### config.mk
export PLATFORM = sky130hd
export DESIGN_NAME = indexed_ring_buffer_top
export DESIGN_NICKNAME = d
export VERILOG_FILES = /design/src/irb_pkg.sv /design/src/indexed_ring_buffer_top.sv
export SDC_FILE = /design/constraint.sdc
export NUM_CORES = 1
export LEC_CHECK = 0
export ABC_CLOCK_PERIOD_IN_PS = 4600
export BUFFER_PORTS_ARGS = -buffer_cell sky130_fd_sc_hd__buf_4
export CAP_MARGIN = 30
export CORE_MARGIN = 2
export CORE_UTILIZATION = 56
export DETAILED_ROUTE_END_ITERATION = 8
export GPL_TIMING_DRIVEN = 1
export PLACE_DENSITY = 0.88
export REMOVE_ABC_BUFFERS = 1
export SETUP_SLACK_MARGIN = 0.3
export SYNTH_ARGS = -nofsm -noshare
export SYNTH_HDL_FRONTEND = slang
export SYNTH_SLANG_ARGS = --single-unit
### constraint.sdc
create_clock -name clock -period 4.6 [get_ports clock]
set_input_delay 0.92 -clock clock [delete_from_list [all_inputs] [get_ports clock]]
set_output_delay 0.92 -clock clock [all_outputs]
set_load 0.01 [all_outputs]
### src/irb_pkg.sv
`timescale 1ns / 1ps
// irb_pkg: types, codes and pointer helpers of the indexed ring buffer
// no dependencies; imported by indexed_ring_buffer_top, irb_result_checker and the testbench

package irb_pkg;

   localparam int DEPTH     = 16;
   localparam int ITEM_BITS = 32;
   localparam int PTR_BITS  = $clog2(DEPTH);
   localparam int CNT_BITS  = $clog2(DEPTH + 1);

   // request codes
   typedef enum logic [2:0] {
      OP_PUSH   = 3'd0,
      OP_POP    = 3'd1,
      OP_PEEK   = 3'd2,
      OP_GET    = 3'd3,
      OP_REMOVE = 3'd4,
      OP_CLEAR  = 3'd5
   } irb_op_type;

   // result status codes
   typedef enum logic [1:0] {
      ST_OK    = 2'd0,
      ST_EMPTY = 2'd1,
      ST_FULL  = 2'd2,
      ST_RANGE = 2'd3
   } irb_status_type;

   // configuration register indexes
   typedef enum logic [1:0] {
      CSR_CAPACITY  = 2'd0,
      CSR_OVERWRITE = 2'd1,
      CSR_ORDER     = 2'd2
   } irb_csr_type;

   typedef enum logic [2:0] {
      S_IDLE,
      S_RD,
      S_MV_WR,
      S_SH_RD,
      S_SH_WR
   } irb_state_type;

   typedef struct packed {
      logic [2:0]           req_type;
      logic [ITEM_BITS-1:0] item_data;
      logic [PTR_BITS-1:0]  position;
   } irb_req_word_type;

   typedef struct packed {
      logic [1:0]           status;
      logic [ITEM_BITS-1:0] item_out;
      logic [CNT_BITS-1:0]  fill_count;
   } irb_rsp_word_type;

   // next slot, wrapping at the capacity
   function automatic logic [PTR_BITS-1:0] wrap_inc(input logic [PTR_BITS-1:0] x,
                                                    input logic [CNT_BITS-1:0] cap);
      logic [CNT_BITS-1:0] nx;
      nx = CNT_BITS'(x) + CNT_BITS'(1);
      return (nx == cap) ? '0 : nx[PTR_BITS-1:0];
   endfunction

   // previous slot, wrapping at the capacity
   function automatic logic [PTR_BITS-1:0] wrap_dec(input logic [PTR_BITS-1:0] x,
                                                    input logic [CNT_BITS-1:0] cap);
      logic [CNT_BITS-1:0] pv;
      pv = cap - CNT_BITS'(1);
      return (x == '0) ? pv[PTR_BITS-1:0] : x - PTR_BITS'(1);
   endfunction

endpackage

### src/indexed_ring_buffer_top.sv
`timescale 1ns / 1ps
// indexed_ring_buffer_top: circular buffer with push, pop, peek, get, remove, clear
// depends on irb_pkg
//
// usage
//   req channel takes one request word (op, item, logical position), rsp
//   channel returns exactly one result word (status, item, fill count) per
//   request, in order. csr channel writes capacity, overwrite mode and
//   remove-order mode; it is meant to be written while the block is idle.
//   writing the capacity empties the buffer (stored data is kept).
// result timing
//   push, clear, unused codes and any failing request: result valid in the
//   cycle after accept.
//   pop, peek, get and unordered remove with words behind the gap: one
//   storage read into the read register, then the result register.
//   ordered remove: S_SH_RD then S_SH_WR for each of the k words behind
//   the removed one, a read-then-write loop through the slot memory; a remove
//   of the newest word in either mode is answered in the cycle after accept.
//   a new request is taken when the sequencer is idle and the result
//   register is free or being drained in that cycle.
// reset: synchronous, empties the buffer and loads capacity 16, no
//   overwrite, ordered remove. slot contents are not cleared.
// stall: a waiting result holds in the result register; no new request is
//   taken until it drains.

module indexed_ring_buffer_top (
   input  logic                      clock,
   input  logic                      reset,
   input  logic                      req_valid,
   output logic                      req_ready,
   input  irb_pkg::irb_req_word_type req_data,
   output logic                      rsp_valid,
   input  logic                      rsp_ready,
   output irb_pkg::irb_rsp_word_type rsp_data,
   input  logic                      csr_valid,
   output logic                      csr_ready,
   input  logic [1:0]                csr_index,
   input  logic [4:0]                csr_wdata
);
   import irb_pkg::*;

   // slot memory, one write and one registered read per cycle
   logic [ITEM_BITS-1:0] mem_q [DEPTH];
   logic [ITEM_BITS-1:0] rd_data_ff;
   logic                 mem_we;
   logic [PTR_BITS-1:0]  mem_waddr;
   logic [PTR_BITS-1:0]  mem_raddr;
   logic [ITEM_BITS-1:0] mem_wdata;

   irb_state_type        state_ff, state_in;
   logic [PTR_BITS-1:0]  wp_ff, wp_in;
   logic [PTR_BITS-1:0]  rp_ff, rp_in;
   logic [CNT_BITS-1:0]  cnt_ff, cnt_in;
   logic [4:0]           cap_ff, cap_in;
   logic                 ovw_ff, ovw_in;
   logic                 ord_ff, ord_in;
   logic [PTR_BITS-1:0]  cur_ff, cur_in;
   logic [PTR_BITS-1:0]  nxt_ff, nxt_in;
   logic [PTR_BITS-1:0]  left_ff, left_in;
   logic                 rsp_valid_ff, rsp_valid_in;
   irb_rsp_word_type     rsp_ff, rsp_in;

   logic [CNT_BITS-1:0]  cap_eff;
   logic                 req_fire;
   logic                 csr_fire;
   logic                 is_full;
   logic                 is_empty;
   logic                 pos_bad;
   logic [CNT_BITS-1:0]  moves_w;
   logic [PTR_BITS-1:0]  moves;

   // shared wrap adder: (base + off) mod capacity, both operands below it
   logic [PTR_BITS-1:0]  wu_base;
   logic [PTR_BITS-1:0]  wu_off;
   logic [CNT_BITS-1:0]  wu_sum;
   logic [PTR_BITS-1:0]  wu_res;

   // capacity of zero acts as one, above the depth acts as the depth
   always_comb begin
      if (cap_ff == '0) begin
         cap_eff = CNT_BITS'(1);
      end else if (cap_ff > 5'(DEPTH)) begin
         cap_eff = CNT_BITS'(DEPTH);
      end else begin
         cap_eff = CNT_BITS'(cap_ff);
      end
   end

   always_comb begin
      wu_sum = CNT_BITS'(wu_base) + CNT_BITS'(wu_off);
      if (wu_sum >= cap_eff) begin
         wu_sum = wu_sum - cap_eff;
      end
      wu_res = wu_sum[PTR_BITS-1:0];
   end

   // operand select for the wrap adder
   always_comb begin
      if (state_ff == S_SH_RD) begin
         wu_base = cur_ff;
         wu_off  = PTR_BITS'(1);
      end else begin
         wu_base = rp_ff;
         wu_off  = req_data.position;
      end
   end

   assign req_ready = (state_ff == S_IDLE) && (!rsp_valid_ff || rsp_ready);
   assign req_fire  = req_valid && req_ready;
   assign csr_ready = 1'b1;
   assign csr_fire  = csr_valid;
   assign rsp_valid = rsp_valid_ff;
   assign rsp_data  = rsp_ff;

   assign is_full  = (cnt_ff >= cap_eff);
   assign is_empty = (cnt_ff == '0);
   assign pos_bad  = (CNT_BITS'(req_data.position) >= cnt_ff);
   // items behind the removed one
   assign moves_w  = cnt_ff - CNT_BITS'(1) - CNT_BITS'(req_data.position);
   assign moves    = moves_w[PTR_BITS-1:0];

   // next state
   always_comb begin
      state_in = state_ff;
      case (state_ff)
         S_IDLE: begin
            if (req_fire) begin
               case (req_data.req_type)
                  OP_POP, OP_PEEK: begin
                     state_in = is_empty ? S_IDLE : S_RD;
                  end
                  OP_GET: begin
                     state_in = pos_bad ? S_IDLE : S_RD;
                  end
                  OP_REMOVE: begin
                     if (pos_bad || moves == '0) begin
                        state_in = S_IDLE;
                     end else begin
                        state_in = ord_ff ? S_SH_RD : S_MV_WR;
                     end
                  end
                  default: begin
                     state_in = S_IDLE;
                  end
               endcase
            end
         end
         S_RD:    state_in = S_IDLE;
         S_MV_WR: state_in = S_IDLE;
         S_SH_RD: state_in = S_SH_WR;
         S_SH_WR: begin
            state_in = (left_ff == PTR_BITS'(1)) ? S_IDLE : S_SH_RD;
         end
         default: state_in = S_IDLE;
      endcase
   end

   // datapath and outputs
   always_comb begin
      wp_in        = wp_ff;
      rp_in        = rp_ff;
      cnt_in       = cnt_ff;
      cap_in       = cap_ff;
      ovw_in       = ovw_ff;
      ord_in       = ord_ff;
      cur_in       = cur_ff;
      nxt_in       = nxt_ff;
      left_in      = left_ff;
      rsp_in       = rsp_ff;
      rsp_valid_in = rsp_valid_ff && !rsp_ready;
      mem_we       = 1'b0;
      mem_waddr    = cur_ff;
      mem_wdata    = rd_data_ff;
      mem_raddr    = rp_ff;

      case (state_ff)
         S_IDLE: begin
            if (req_fire) begin
               rsp_in.status     = ST_OK;
               rsp_in.item_out   = '0;
               rsp_in.fill_count = cnt_ff;
               rsp_valid_in      = 1'b1;
               case (req_data.req_type)
                  OP_PUSH: begin
                     if (is_full && !ovw_ff) begin
                        rsp_in.status = ST_FULL;
                     end else begin
                        mem_we    = 1'b1;
                        mem_waddr = wp_ff;
                        mem_wdata = req_data.item_data;
                        wp_in     = wrap_inc(wp_ff, cap_eff);
                        if (is_full) begin
                           // oldest word is dropped
                           rp_in = wrap_inc(rp_ff, cap_eff);
                        end else begin
                           cnt_in            = cnt_ff + CNT_BITS'(1);
                           rsp_in.fill_count = cnt_ff + CNT_BITS'(1);
                        end
                     end
                  end
                  OP_POP: begin
                     if (is_empty) begin
                        rsp_in.status = ST_EMPTY;
                     end else begin
                        mem_raddr         = rp_ff;
                        rp_in             = wrap_inc(rp_ff, cap_eff);
                        cnt_in            = cnt_ff - CNT_BITS'(1);
                        rsp_in.fill_count = cnt_ff - CNT_BITS'(1);
                        rsp_valid_in      = 1'b0;
                     end
                  end
                  OP_PEEK: begin
                     if (is_empty) begin
                        rsp_in.status = ST_EMPTY;
                     end else begin
                        mem_raddr    = rp_ff;
                        rsp_valid_in = 1'b0;
                     end
                  end
                  OP_GET: begin
                     if (pos_bad) begin
                        rsp_in.status = ST_RANGE;
                     end else begin
                        mem_raddr    = wu_res;
                        rsp_valid_in = 1'b0;
                     end
                  end
                  OP_REMOVE: begin
                     if (pos_bad) begin
                        rsp_in.status = ST_RANGE;
                     end else begin
                        wp_in             = wrap_dec(wp_ff, cap_eff);
                        cnt_in            = cnt_ff - CNT_BITS'(1);
                        rsp_in.fill_count = cnt_ff - CNT_BITS'(1);
                        cur_in            = wu_res;
                        left_in           = moves;
                        // newest word sits just before the write pointer
                        mem_raddr         = wrap_dec(wp_ff, cap_eff);
                        if (moves != '0) begin
                           rsp_valid_in = 1'b0;
                        end
                     end
                  end
                  OP_CLEAR: begin
                     wp_in             = '0;
                     rp_in             = '0;
                     cnt_in            = '0;
                     rsp_in.fill_count = '0;
                  end
                  default: begin
                  end
               endcase
            end
         end
         S_RD: begin
            rsp_in.item_out = rd_data_ff;
            rsp_valid_in    = 1'b1;
         end
         S_MV_WR: begin
            // newest word fills the gap
            mem_we       = 1'b1;
            mem_waddr    = cur_ff;
            mem_wdata    = rd_data_ff;
            rsp_valid_in = 1'b1;
         end
         S_SH_RD: begin
            mem_raddr = wu_res;
            nxt_in    = wu_res;
         end
         S_SH_WR: begin
            // move the later word down by one slot
            mem_we    = 1'b1;
            mem_waddr = cur_ff;
            mem_wdata = rd_data_ff;
            cur_in    = nxt_ff;
            left_in   = left_ff - PTR_BITS'(1);
            if (left_ff == PTR_BITS'(1)) begin
               rsp_valid_in = 1'b1;
            end
         end
         default: begin
         end
      endcase

      if (csr_fire) begin
         case (csr_index)
            CSR_CAPACITY: begin
               cap_in = csr_wdata;
               wp_in  = '0;
               rp_in  = '0;
               cnt_in = '0;
            end
            CSR_OVERWRITE: ovw_in = csr_wdata[0];
            CSR_ORDER:     ord_in = csr_wdata[0];
            default: begin
            end
         endcase
      end
   end

   // slot memory
   always_ff @(posedge clock) begin
      if (mem_we) begin
         mem_q[mem_waddr] <= mem_wdata;
      end
      rd_data_ff <= mem_q[mem_raddr];
   end

   // control registers
   always_ff @(posedge clock) begin
      if (reset) begin
         state_ff     <= S_IDLE;
         wp_ff        <= '0;
         rp_ff        <= '0;
         cnt_ff       <= '0;
         cap_ff       <= 5'(DEPTH);
         ovw_ff       <= 1'b0;
         ord_ff       <= 1'b1;
         rsp_valid_ff <= 1'b0;
      end else begin
         state_ff     <= state_in;
         wp_ff        <= wp_in;
         rp_ff        <= rp_in;
         cnt_ff       <= cnt_in;
         cap_ff       <= cap_in;
         ovw_ff       <= ovw_in;
         ord_ff       <= ord_in;
         rsp_valid_ff <= rsp_valid_in;
      end
   end

   // sequencer payload and result word
   always_ff @(posedge clock) begin
      cur_ff  <= cur_in;
      nxt_ff  <= nxt_in;
      left_ff <= left_in;
      rsp_ff  <= rsp_in;
   end

endmodule

==> results of run 1 <==
==> state kept, by name, indices dropped and copies added (netlist names) <==
name,count
rsp_data,39
ord_ff,1
left_ff,4
ovw_ff,1
cap_ff,5
cnt_ff,5
nxt_ff,4
mem_q,512
rsp_valid,1
cur_ff,4
state_ff,3
wp_ff,4
rp_ff,4
rd_data_ff,32
==> worst min-delay path by stage <==
stage / start / end / slack [ns] / cells after the start
after CTS: csr_wdata[4] / cap_ff[4] / 0.49 / 2
after global placement: cap_ff[0] / cap_ff[0] / 0.48 / 2
after global routing: csr_wdata[4] / cap_ff[4] / 0.51 / 2
final: csr_wdata[4] / cap_ff[4] / 0.50 / 2
after floorplan: ord_ff / ord_ff / 0.45 / 2
after detailed placement: cap_ff[0] / cap_ff[0] / 0.50 / 2
==> area by class of cell <==
| type | instances | area [um2] | area share [%] |
|---|---|---|---|
| Antenna cell | 1 | 2.50 | 0.00762 |
| Clock buffer | 75 | 1580 | 4.80 |
| Clock inverter | 35 | 499 | 1.52 |
| Inverter | 40 | 153 | 0.465 |
| Multi-Input combinational cell | 972 | 8900 | 27.1 |
| Sequential cell | 619 | 18000 | 54.9 |
| Tap cell | 607 | 759 | 2.31 |
| Timing Repair Buffer | 279 | 2940 | 8.96 |
==> metal layers <==
metal,vias up,track usage [%]
met5,-,0
met4,0,12.4
met3,295,4.58
met2,1287,46.6
met1,8563,35.2
li1,7078,-
==> cells by family (layout without fill, tap and decap cells) <==
family | Yosys count | after routing | share of synthesized area (%)
fa+ha+maj | 33 | 33 | 1.66
compound gates | 228 | 228 | 5.83
simple gates | 351 | 351 | 7.15
other cells | 1 | 2 | 0.0143
mux | 333 | 333 | 13.4
buf+inv | 123 | 429 | 2.27
flops | 619 | 619 | 68.8
xor+xnor | 26 | 26 | 0.898
==> worst max-delay path, delay by kind of cell (launching register included) <==
kind	cells	cell delay (ns)
buf+inv	6	0.80
fa+ha+maj	2	0.45
xor+xnor	1	0.20
compound gates	6	1.22
flops	1	0.32
simple gates	5	0.65
mux	3	0.86
==> cell usage in the layout, fill, tap and decap left out, types with 20 or more instances in the layout <==
cell type / count
edfxtp_1: 563
buf_4: 196
mux2i_1: 169
nand2_1: 132
mux2_2: 95
o22ai_2: 69
clkbuf_16: 69
dfxtp_1: 55
nor2_1: 42
and2_1: 37
mux2_4: 37
inv_1: 34
a21oi_1: 31
nor3_2: 31
buf_12: 30
ha_1: 25
buf_6: 23
mux2i_2: 20
==> timing repair <==
action                     CTS  global route
buffers inserted            18            23
pin swaps                   11            71
setup endpoints to repair   32           371
gates resized for setup     49           228
gates cloned                 3            10
hold buffers                 0             0
hold endpoints to repair     0             0
==> report_power, final <==
group	switching [mW]	internal, mW	total, mW
registers	0.0479	6.30	6.34
clock network	2.26	3.06	5.32
logic	0.595	0.410	1.01
==> flow_summary.json, run 1 <==
{
  "worst_setup_path_end_kind": "flop",
  "pin_count": 93,
  "dr_wl_met3_mm": 8.05,
  "slew_headroom_pct": 27.3,
  "preCtsSetupSlack_ns": -0.206,
  "die_x_um": 220,
  "grt_setup_unrepaired": "yes",
  "ir_drop_mv": 0.406,
  "startpoint": "state_ff[2]",
  "reg2reg_to": "rd_data_ff[0]",
  "core_area_um2": 46400,
  "violations": "setup timing",
  "die_height_um": 220,
  "fin_total_pwr_mw": 12.7,
  "drt_first_iter_violations": 2153,
  "placed_area_um2": 28700,
  "cp-start-kind": "flop",
  "dp.final_hpwl_mm": 38.4,
  "fillers": 2589,
  "grt_overflow": 0,
  "fmax_mhz": 216,
  "arrival_ns": 5.17,
  "clock-sinks": 619,
  "synth_warnings": 0,
  "endpoint": "rd_data_ff[0]",
  "grt_max_degree": 33,
  "slowest_stage": "mux2i_2",
  "grtUsageTotal_pct": 27.6,
  "worstSkewPairLatency_ns": 0.64,
  "yosys.area.top_type": "edfxtp_1",
  "finalHoldViolCount": 0,
  "synth_top_area_share_pct": 64.5,
  "synth_flop_cell": "edfxtp_1",
  "dpl.cell_count": 2461,
  "power_density_nw_per_um2": 386,
  "std_cell_rows": 79,
  "io_buffers": 91,
  "dr.pass1.iters": 5,
  "synth_cell_types": 80,
  "cp_max_fo": 24,
  "postSynthAreaPerCell_um2": 15.3,
  "max-cap-violations": 0,
  "wl_per_cell_um": 29.6,
  "tritoncts": "done",
  "viasPerCell": 6.55,
  "drive_gt1_share_pct": 35.5,
  "cts_root_buffer": "clkbuf_16",
  "cts-buffers-inserted": 58,
  "final_cell_area_um2": 32900,
  "area_growth_pct": 25.4,
  "wl_met2_mm": 38.1,
  "routabilityCongestion": 0.884,
  "stdcell_count": 2628,
  "ys_seq_elements": 619,
  "setup_viol": 3,
  "m1WireLength_mm": 27.6,
  "setup_ws_ns": -0.0225,
  "crit_chain": "nand3b_1 -> buf_6 -> inv_4 -> nand2_2 -> and2_4 -> inv_2 -> ha_4 -> a21o_1 -> a21oi_2 -> xor2_1 -> inv_1 -> ha_4 -> o21a_1 -> nor2_4 -> buf_6 -> a31oi_4 -> mux2i_2 -> a211o_4 -> buf_8 -> mux2i_1 -> mux2i_1 -> o22ai_2 -> nor3_2",
  "p_leak_nw": 11.2,
  "grt_pass1_vias": 16600,
  "htree_num_levels": 2,
  "criticalPathCategory": "reg2reg",
  "antenna_found_initial": 0,
  "outcome": "finished with violations",
  "rr_startpoint": "state_ff[2]",
  "dieArea_um2": 48500,
  "final_util_pct": 70.9,
  "ys_seq_area_share_pct": 68.8,
  "drc": 0,
  "wl_mm": 77.9,
  "clockBufferDepth": 3,
  "fin_skew_ns": 0.0284,
  "grt_pass1_wl_mm": 98.9,
  "rrSetupSlack_ns": -0.02,
  "num_vias": 17200,
  "initial_core_util_pct": 56.5,
  "async_reset_ff_share_pct": 0,
  "tightestPinTransition_ns": 1.09,
  "final_nets": 2054,
  "clk_pin_slew_ns": 0.07,
  "hold_slack_ns": 0.500,
  "worstRegToRegCells": 23,
  "yosys-top-cells-area": "edfxtp_1, mux2i_1, mux2_2, dfxtp_1, o22ai_1",
  "synth_edf_count": 563,
  "fin_crit_ns": 4.62,
  "ant_nets": 0,
  "setup-tns-final_ns": -0.0376,
  "syn_area_um2": 26200,
  "worstPathRequired_ns": 5.14,
  "synth_common_cells": "edfxtp_1, mux2i_1, nand2_1, mux2_2, o22ai_1",
  "synthMostInstantiatedCell": "edfxtp_1",
  "syn_inst": 1714,
  "hp-class": "in2reg",
  "top_layer": "met4",
  "cp_slowest_stage_delay_ns": 0.37,
  "drv_slew": 0,
  "period_share_pct": 100
}
No activity file was read; power rests on OpenSTA's default activity.
==> run 2, diff against run 1 <==
--- a/config.mk
+++ b/config.mk
@@ -13,6 +13,7 @@
 export DETAILED_ROUTE_END_ITERATION = 8
 export GPL_TIMING_DRIVEN = 1
 export PLACE_DENSITY = 0.88
+export RECOVER_POWER = 25
 export REMOVE_ABC_BUFFERS = 1
 export SETUP_SLACK_MARGIN = 0.3
 export SYNTH_ARGS = -nofsm -noshare
==> flow_summary.json, run 2 (same netlist as run 1, synthesis figures left out) <==
{
  "wl_per_cell_um": 29.6,
  "fin_skew_ns": 0.0277,
  "switching_share_pct": 22.9,
  "seqPwrFrac_pct": 50.2,
  "io_buffers": 91,
  "pin_count": 93,
  "clockBufferDepth": 3,
  "final_cell_area_um2": 32700,
  "grt_max_degree": 33,
  "top_layer": "met4",
  "cp.depth": 23,
  "worst_setup_path_end_kind": "flop",
  "area_growth_pct": 24.6,
  "ctsHoldBuffers": 0,
  "grt_pass1_vias": 16600,
  "violations": "capacitance limit, slew limit, setup timing",
  "hp-class": "in2reg",
  "drv_slew": 33,
  "initial_core_util_pct": 56.5,
  "outcome": "finished with violations",
  "tritoncts": "done",
  "worstSkewPairLatency_ns": 0.64,
  "clock-sinks": 619,
  "regMostFlops": "mem_q",
  "hold_slack_ns": 0.502,
  "viasPerCell": 6.57,
  "drive_gt1_share_pct": 33.0,
  "die_x_um": 220,
  "dieArea_um2": 48500,
  "reg2reg_to": "rd_data_ff[0]",
  "largest_reg_flops": 512,
  "htree_num_levels": 2,
  "ir_drop_mv": 0.403,
  "die_height_um": 220,
  "fmax_mhz": 217,
  "pwr-share-clk_pct": 42.1,
  "tightestPinTransition_ns": 2.32,
  "crit_chain": "nand3b_1 -> buf_6 -> inv_4 -> nand2_2 -> and2_4 -> inv_2 -> ha_4 -> a21o_1 -> a21oi_2 -> xor2_1 -> inv_1 -> ha_4 -> o21a_1 -> nor2_4 -> buf_6 -> a31oi_4 -> mux2i_1 -> a211o_4 -> buf_8 -> mux2i_1 -> mux2i_1 -> o22ai_2 -> nor3_2",
  "crit_buf_inv": 6,
  "m1WireLength_mm": 27.4,
  "endpoint": "rd_data_ff[0]",
  "path_common_cell": "mux2i_1",
  "clk_pin_slew_ns": 0.07,
  "layout_common_cells": "edfxtp_1, mux2i_1, buf_4",
  "antennaDiodeCount": 0,
  "final_util_pct": 70.4,
  "final_nets": 2054,
  "combPwrFrac_pct": 7.7,
  "cp_slowest_stage_delay_ns": 0.40,
  "dpl.cell_count": 2461,
  "drc": 0,
  "cts_root_buffer": "clkbuf_16",
  "setup_ws_ns": -0.0141,
  "ant_nets": 0,
  "slew_headroom_pct": -54.7,
  "dr_wl_met3_mm": 8.04,
  "num_vias": 17300,
  "arrival_ns": 5.16,
  "worstPathRequired_ns": 5.15,
  "rr_startpoint": "state_ff[2]",
  "routabilityCongestion": 0.884,
  "fin_crit_ns": 4.61,
  "preCtsSetupSlack_ns": -0.206,
  "max-cap-violations": 1,
  "core_area_um2": 46400,
  "cp_max_fo": 24,
  "cp_top_family": "compound AO/OA/AOI/OAI gates",
  "dp.final_hpwl_mm": 38.4,
  "rrSetupSlack_ns": -0.01,
  "std_cell_rows": 79,
  "p_leak_nw": 11.0,
  "slowest_stage": "mux2i_1",
  "worstRegToRegCells": 23,
  "wl_mm": 77.8,
  "placed_area_um2": 28700,
  "cts-buffers-inserted": 58,
  "grt_setup_unrepaired": "yes",
  "grtUsageTotal_pct": 27.6,
  "criticalPathCategory": "reg2reg",
  "layout_commonest_cell": "edfxtp_1",
  "grt_pass1_wl_mm": 98.9,
  "wl_met2_mm": 37.9,
  "setup_viol": 1,
  "dr.pass1.iters": 5,
  "period_share_pct": 100,
  "antenna_found_initial": 0,
  "stdcell_count": 2627,
  "drt_first_iter_violations": 2184,
  "cp-start-kind": "flop",
  "switchingPower_mw": 2.89,
  "grt_overflow": 0,
  "finalHoldViolCount": 0,
  "internal_power_mw": 9.74,
  "power_density_nw_per_um2": 387,
  "startpoint": "state_ff[2]"
}
==> run 2: cell count changes in the layout (fill, tap and decap cells not counted), sizes merged <==
cell    change
diode       -1
buf        -48
clkbuf     +48
==> run 2: layout make-up <==
cell class              count  area (um2)
fillers                  2634       13700
clock inverters            35         499
clock buffers              75        1580
repair buffers            279        2770
multi-input cells         972        8870
well taps                 607         759
flip-flops and latches    619       18000
inverters                  40         153
==> run 2: through the flow <==
stage	total power, mW	TNS, ns
4_1_cts	12.4	0
3_3_place_gp	7.24	-0.496
2_1_floorplan	6.94	-685.58
5_1_grt	12.9	-1.18
3_5_place_dp	7.28	-2.77
6_report	12.6	-0.0141
==> run 2: power groups by stage <==
stage	combinational (mW)	clock, mW	sequential (mW)
after global routing	1.03	5.52	6.35
final	0.973	5.31	6.34
after global placement	0.781	0	6.46
after detailed placement	0.817	0	6.46
after CTS	0.864	5.21	6.34
after floorplan	0.480	0	6.46
==> run 2: repair_timing <==
item | CTS | global route
setup buffers | 18 | 23
cloned | 3 | 10
endpoints found under the setup margin | 32 | 371
resized for setup | 49 | 228
pin swaps | 11 | 71
==> run 2: per-layer routing <==
metal | track usage [%] | vias to the layer above
met5 | 0 | -
met4 | 12.4 | 0
met3 | 4.58 | 308
met2 | 46.6 | 1300
met1 | 35.2 | 8584
li1 | - | 7075
==> run 2: how the worst min path moves through the flow <==
stage	start	slack (ns)	depth (start not counted)	endpoint
finish	csr_wdata[4]	0.50	2	cap_ff[4]
global route	csr_wdata[4]	0.51	2	cap_ff[4]
CTS	csr_wdata[4]	0.49	2	cap_ff[4]
global placement	cap_ff[0]	0.48	2	cap_ff[0]
detailed placement	cap_ff[0]	0.50	2	cap_ff[0]
floorplan	ord_ff	0.45	2	ord_ff
